==> config.mk <==
export PLATFORM = sky130hd
export DESIGN_NAME = r2fft_ctrl
export DESIGN_NICKNAME = d
export VERILOG_FILES = /design/src/rtl/r2fft_pkg.sv /design/src/rtl/r2fft_ctrl.sv
export SDC_FILE = /design/constraint.sdc
export NUM_CORES = 1
export LEC_CHECK = 0
export BUFFER_PORTS_ARGS = -buffer_cell sky130_fd_sc_hd__buf_4
export CAP_MARGIN = 20
export CORE_MARGIN = 1.5
export CORE_UTILIZATION = 40
export DETAILED_ROUTE_END_ITERATION = 16
export PLACE_DENSITY = 0.66
export SETUP_SLACK_MARGIN = 0.2
export SYNTH_ARGS = -nofsm -noshare
export SYNTH_HDL_FRONTEND = slang
export SYNTH_SLANG_ARGS = --single-unit
==> constraint.sdc <==
create_clock -name i_clk -period 7.6 [get_ports i_clk]
set_input_delay 0.76 -clock i_clk [delete_from_list [all_inputs] [get_ports i_clk]]
set_output_delay 0.76 -clock i_clk [all_outputs]
set_load 0.01 [all_outputs]
==> src/rtl/r2fft_pkg.sv <==
`timescale 1ns / 1ps
// ----------------------------------------------------------------------------
// r2fft_pkg
// Shared types and constants for the Stockham FFT unit.
// ----------------------------------------------------------------------------
package r2fft_pkg;
    localparam int MAX_POINTS_DEF = 1024;
    localparam int DATA_WIDTH_DEF = 28;
    localparam int IN_WIDTH = 16;
    localparam int TW_WIDTH = 16;
    localparam int KIND_WIDTH = 2;
    localparam int INDEX_WIDTH = 10;
    localparam int LOG2_WIDTH = 4;
    localparam int CFG_IDX_WIDTH = 1;
    localparam int CFG_DATA_WIDTH = 4;

    typedef logic [KIND_WIDTH-1:0] t_kind;
    localparam t_kind KIND_LOAD_SAMPLE = 2'd0;
    localparam t_kind KIND_LOAD_TWIDDLE = 2'd1;
    localparam t_kind KIND_RUN = 2'd2;
    localparam t_kind KIND_READ = 2'd3;

    localparam logic [CFG_IDX_WIDTH-1:0] REG_LOG2_POINTS = 1'd0;
    localparam logic [CFG_IDX_WIDTH-1:0] REG_INVERSE = 1'd1;

    // Commands from controller to datapath.
    typedef struct packed {
        logic load_sample;   // write sample into first buffer
        logic load_twiddle;  // write twiddle store
        logic read_req;      // issue read of result buffer
        logic bfly_issue;    // issue butterfly reads for current address
        logic stage_start;   // begin a stage (flip direction)
        logic run_start;     // begin a run
        logic run_done;      // run finished, latch result location
    } t_cmd;

    // Status from datapath to controller.
    typedef struct packed {
        logic wr_busy;       // butterfly pipeline still writing back
    } t_status;
endpackage

==> src/rtl/r2fft_ctrl.sv <==
`timescale 1ns / 1ps
// ----------------------------------------------------------------------------
// r2fft_ctrl
// Controller: item decode, stage and butterfly sequencing, output handshake.
// ----------------------------------------------------------------------------
module r2fft_ctrl #(
    parameter int MAX_POINTS = r2fft_pkg::MAX_POINTS_DEF
) (
    input  logic                                 i_clk,
    input  logic                                 i_rst_n,
    input  logic                                 i_valid,
    output logic                                 o_ready,
    input  r2fft_pkg::t_kind                     i_kind,
    input  logic [r2fft_pkg::INDEX_WIDTH-1:0]    i_index,
    input  logic [r2fft_pkg::LOG2_WIDTH-1:0]     i_log2,
    input  logic                                 i_rd_valid,
    input  logic                                 i_out_ready,
    output logic                                 o_out_valid,
    input  r2fft_pkg::t_status                   i_status,
    output r2fft_pkg::t_cmd                      o_cmd,
    output logic [$clog2(MAX_POINTS)-1:0]        o_idx,
    output logic                                 o_idx_ok,
    output logic [$clog2(MAX_POINTS)-1:0]        o_half,
    output logic [$clog2(MAX_POINTS)-1:0]        o_span,
    output logic [$clog2(MAX_POINTS)-1:0]        o_addr
);
    import r2fft_pkg::*;

    localparam int AW = $clog2(MAX_POINTS);
    localparam int SW = $clog2(AW + 1);
    localparam logic [1:0] ST_IDLE = 2'd0;
    localparam logic [1:0] ST_RUN  = 2'd1;
    localparam logic [1:0] ST_GAP  = 2'd2;
    localparam logic [1:0] ST_DRAIN = 2'd3;

    logic [1:0]    r_state, n_state;
    logic [SW-1:0] r_stage, n_stage;
    logic [AW-1:0] r_addr, n_addr;
    logic          r_ph, n_ph;
    logic          r_rd_pend, r_out_valid;
    logic [SW-1:0] w_m;
    logic [AW:0]   w_n;

    // Effective log2 length, clamped to 1..AW.
    always_comb begin
        if (i_log2 == '0) w_m = SW'(1);
        else if (32'(i_log2) > AW) w_m = SW'(AW);
        else w_m = SW'(i_log2);
    end
    assign w_n = (AW+1)'(1) << w_m;

    logic w_acc;
    assign o_ready = (r_state == ST_IDLE) && !r_rd_pend && !r_out_valid;
    assign w_acc = i_valid && o_ready;

    assign o_half = w_n[AW:1];
    assign o_span = AW'(1) << r_stage;
    assign o_addr = r_addr;
    assign o_idx  = (i_kind == KIND_READ) ?
                    AW'(i_index) & (w_n[AW-1:0] - AW'(1)) : AW'(i_index);
    assign o_idx_ok = 32'(i_index) < MAX_POINTS / 2;
    assign o_out_valid = r_out_valid;

    always_comb begin
        n_state = r_state;
        n_stage = r_stage;
        n_addr = r_addr;
        n_ph = r_ph;
        o_cmd = '0;
        o_cmd.load_sample  = w_acc && i_kind == KIND_LOAD_SAMPLE;
        o_cmd.load_twiddle = w_acc && i_kind == KIND_LOAD_TWIDDLE;
        o_cmd.read_req     = w_acc && i_kind == KIND_READ;
        case (r_state)
            ST_IDLE: begin
                if (w_acc && i_kind == KIND_RUN) begin
                    o_cmd.run_start = 1'b1;
                    n_state = ST_RUN;
                    n_stage = '0;
                    n_addr = '0;
                    n_ph = 1'b0;
                end
            end
            ST_RUN: begin
                // Issue a butterfly only while the phase bit r_ph is clear.
                n_ph = ~r_ph;
                if (!r_ph) begin
                    o_cmd.bfly_issue = 1'b1;
                    if (r_addr == o_half - AW'(1)) begin
                        n_state = ST_GAP;
                    end else begin
                        n_addr = r_addr + AW'(1);
                    end
                end
            end
            ST_GAP: begin
                // Wait for stage write-back before next stage reads.
                if (!i_status.wr_busy) begin
                    n_addr = '0;
                    n_ph = 1'b0;
                    if (r_stage == w_m - SW'(1)) begin
                        n_state = ST_DRAIN;
                    end else begin
                        o_cmd.stage_start = 1'b1;
                        n_stage = r_stage + SW'(1);
                        n_state = ST_RUN;
                    end
                end
            end
            ST_DRAIN: begin
                o_cmd.stage_start = 1'b1;
                o_cmd.run_done = 1'b1;
                n_state = ST_IDLE;
            end
            default: n_state = ST_IDLE;
        endcase
    end

    always_ff @(posedge i_clk) begin
        if (!i_rst_n) begin
            r_state <= ST_IDLE;
            r_stage <= '0;
            r_addr <= '0;
            r_ph <= 1'b0;
            r_rd_pend <= 1'b0;
            r_out_valid <= 1'b0;
        end else begin
            r_state <= n_state;
            r_stage <= n_stage;
            r_addr <= n_addr;
            r_ph <= n_ph;
            if (o_cmd.read_req) r_rd_pend <= 1'b1;
            else if (i_rd_valid) r_rd_pend <= 1'b0;
            if (i_rd_valid) r_out_valid <= 1'b1;
            else if (i_out_ready) r_out_valid <= 1'b0;
        end
    end
endmodule

==> run_results.csv <==
group,metric,value,unit
outcome,status,"finished clean",
synthesis,syn-cell-area,2044,um2
cells_and_area,final_cell_mix,"buf_4, nand2_1, dfxtp_1",
sta,worst_slew_pin_slew,0.8604,ns
place,place.gp.congestion,0.8219,
worst_setup_path,critPathArrivalTime,3.22,ns
drt,routedWlPerCell,13.67,um
global_route,grt.overflow.total,0,
clock_tree,post_cts_buffers,0,
synthesis,synthArstFlopShare,0,%
sta,rsz0062_at_grt,"no",
sta,hold_viol_final,0,
worst_hold_path,hold_start,"o_addr[9]",
worst_setup_path,crit_start,"i_log2[2]",
synthesis,ys_seq_elements,19,
worst_hold_path,min_path_type,"flip-flop to flip-flop",
clock_tree,worstSkewPairLatency,0.27,ns
worst_setup_path,slowest_delay,0.47,ns
cells_and_area,n_fill_cell,483,
clock_tree,cts_buffers,3,
worst_setup_path,path_buf_inv,2,
sta,fin_crit,3.982,ns
clock_tree,tritoncts,"done",
worst_hold_path,hold_path_depth,2,
drt,antenna_left,0,
floorplan,fp.dieH,74.49,um
cells_and_area,final_common_cell,"buf_4",
cells_and_area,area_growth,27.42,%
global_route,antenna_found_initial,0,
clock_tree,cts_buffer_depth,2,
worst_setup_path,crit_path_cell_trace,"buf_4 > o21ai_0 > a21oi_1 > ha_1 > nand3b_1 > a311oi_1 > o21ai_0 > a41oi_1 > buf_4",
sta,timing.setup.tns,0,ns
sta,finalSetupViolCount,0,
worst_setup_path,critPathMaxFanout,21,
drt,totalWireLength,5.371,mm
cells_and_area,num_antenna_cells,0,
worst_setup_path,worst_r2r_path_depth,6,
global_route,grt_max_degree,22,
worst_setup_path,cp_top_family,"compound AO/OA/AOI/OAI gates",
clock_tree,cts-resized-gates,0,
drt,drt_iter0_drc,148,
sta,hold_slack,0.5138,ns
flow_run,max-cap-violations,0,
global_route,grt_pass1_vias,1782,
sta,fin_crit_sh,52.39,%
synthesis,synth_edf_count,0,
worst_setup_path,worstSetupEndpointType,"primary output",
drt,first_pass_iters,4,
cells_and_area,stdcell_count,393,
place,dp_hpwl,4.154,mm
worst_setup_path,slowest_stage,"a311oi_1",
cells_and_area,drive_gt1_share,25.46,%
floorplan,die-area,5549,um2
global_route,grt_pass1_wl,8.583,mm
worst_setup_path,r2r_setup_slack,5.17,ns
cells_and_area,final_util,54.08,%
power_and_ir_drop,pwr_density_cell,100.3,nW/um2
synthesis,synth_warnings,0,
worst_setup_path,required,6.84,ns
place,io_buffers,71,
synthesis,yosysUniqueCellTypes,55,
clock_tree,htree_levels,1,
synthesis,syn_nets,302,
sta,fin_ws,3.618,ns
power_and_ir_drop,ir_drop,0.00009263,V
worst_setup_path,r2r_start,"r_state[0]",
floorplan,pin_count,72,
sta,skew,0.007258,ns
synthesis,yosysSeqAreaShare,18.60,%
power_and_ir_drop,leakagePower,1.224,nW
sta,drv_slew,0,
worst_setup_path,r2r-end,"o_addr[1]",
clock_tree,cts-root-buf,"clkbuf_8",
drt,drc_errors,0,
sta,max_freq,0.2512,GHz
global_route,gr-usage-all-layers,19.71,%
sta,maxSlewHeadroom,42.21,%
drt,vias,2131,
synthesis,ys.flop_type,"dfxtp_1",
floorplan,start_util,42.44,%
cells_and_area,nNetsFinal,360,
drt,drt-vias-per-instance,5.422,
clock_tree,clk_pin_slew,0.07,ns
floorplan,rows,25,
synthesis,synthCells,269,
floorplan,core-area,4817,um2
place,dpl_worst_slack,3.463,ns
worst_setup_path,crit_path_start_kind,"primary input",
floorplan,die_w,74.49,um
place,dp.cells,389,
synthesis,syn_avg_cell_area,7.600,um2
clock_tree,clock-sinks,19,
worst_hold_path,holdPathEnd,"o_addr[9]",
clock_tree,postCtsHoldBufs,0,
worst_setup_path,criticalPathCategory,"primary input to primary output",
## layer usage
layer / up-vias / share of wire, % / GRT usage [%]
met5: - / 0 / 0
met4: 0 / 0.78 / 4.242
met3: 5 / 4.4 / 2.033
met2: 55 / 48 / 33.53
met1: 997 / 47 / 27.00
li1: 1074 / - / -
## tightest hold or removal path, delay by kind of cell, from the launching register on
family	cells	cell delay [ns]
and+or+nand+nor	1	0.07
muxes	1	0.05
DFF	1	0.35
## synthesized netlist by cell type (all sizes together) (5+ instances only)
master	n	area (um2)
nand2b	10	62.56
ha	11	137.6
and3	9	56.30
inv	16	60.06
nor2b	8	50.05
dfxtp	19	380.4
nor4	6	52.55
mux2i	9	90.09
clkbuf	7	26.28
o21a	12	90.09
a21oi	13	76.33
o21ai	11	58.80
buf	11	78.82
nor2	14	55.06
and2	17	106.4
nand3	6	30.03
nand2	21	78.83
xor2	5	43.79
nand4	5	31.28
xnor2	12	105.1
## flip-flops by register name (all words and copies together) (netlist names)
register / cells
r_state: 2
o_out_valid: 1
o_addr: 10
r_stage: 4
r_rd_pend: 1
r_ph: 1
## how the worst max path moves through the flow
| stage | to | slack, ns | cells past startpoint |
|---|---|---|---|
| 5_1_grt | o_idx[7] | 3.39 | 9 |
| 2_1_floorplan | o_idx[7] | 4.06 | 10 |
| 4_1_cts | o_idx[7] | 3.61 | 9 |
| 3_3_place_gp | o_addr[0] | 3.53 | 11 |
| 6_report | o_idx[7] | 3.62 | 9 |
| 3_5_place_dp | o_addr[0] | 3.46 | 11 |
## per-stage QoR
| stage | area [um2] | power, W |
|---|---|---|
| 2_1_floorplan | 2044 | 0.0001592 |
| 3_3_place_gp | 2556 | 0.0001881 |
| 3_5_place_dp | 2556 | 0.0001884 |
| 4_1_cts | 2605 | 0.0002635 |
| 5_1_grt | 2605 | 0.0002764 |
| 6_report | 2605 | 0.0002612 |
## logic make-up after synthesis
group / Yosys count / share of synthesized area (%)
simple gates: 111 / 30.97
compound gates: 68 / 23.93
buf+inv: 34 / 8.078
flops: 19 / 18.60
xor+xnor: 17 / 7.283
fa+ha+maj: 11 / 6.732
mux: 9 / 4.407
## area by class of cell
| type | count | area, um2 | area share, % |
|---|---|---|---|
| inverter | 16 | 60.06 | 2.305 |
| clock buffer | 3 | 41.29 | 1.585 |
| multi-input combinational | 216 | 1499 | 57.54 |
| tap | 67 | 83.83 | 3.218 |
| timing repair buffer | 71 | 533.0 | 20.46 |
| sequential | 19 | 380.4 | 14.60 |
| clock inverter | 1 | 7.507 | 0.2882 |
## power by group
| group | internal [W] | switching, W |
|---|---|---|
| clock | 0.0000371 | 0.0000380 |
| combinational | 0.0000382 | 0.0000449 |
| sequential | 0.000101 | 0.00000220 |
Power figures use the tool's default switching activity.
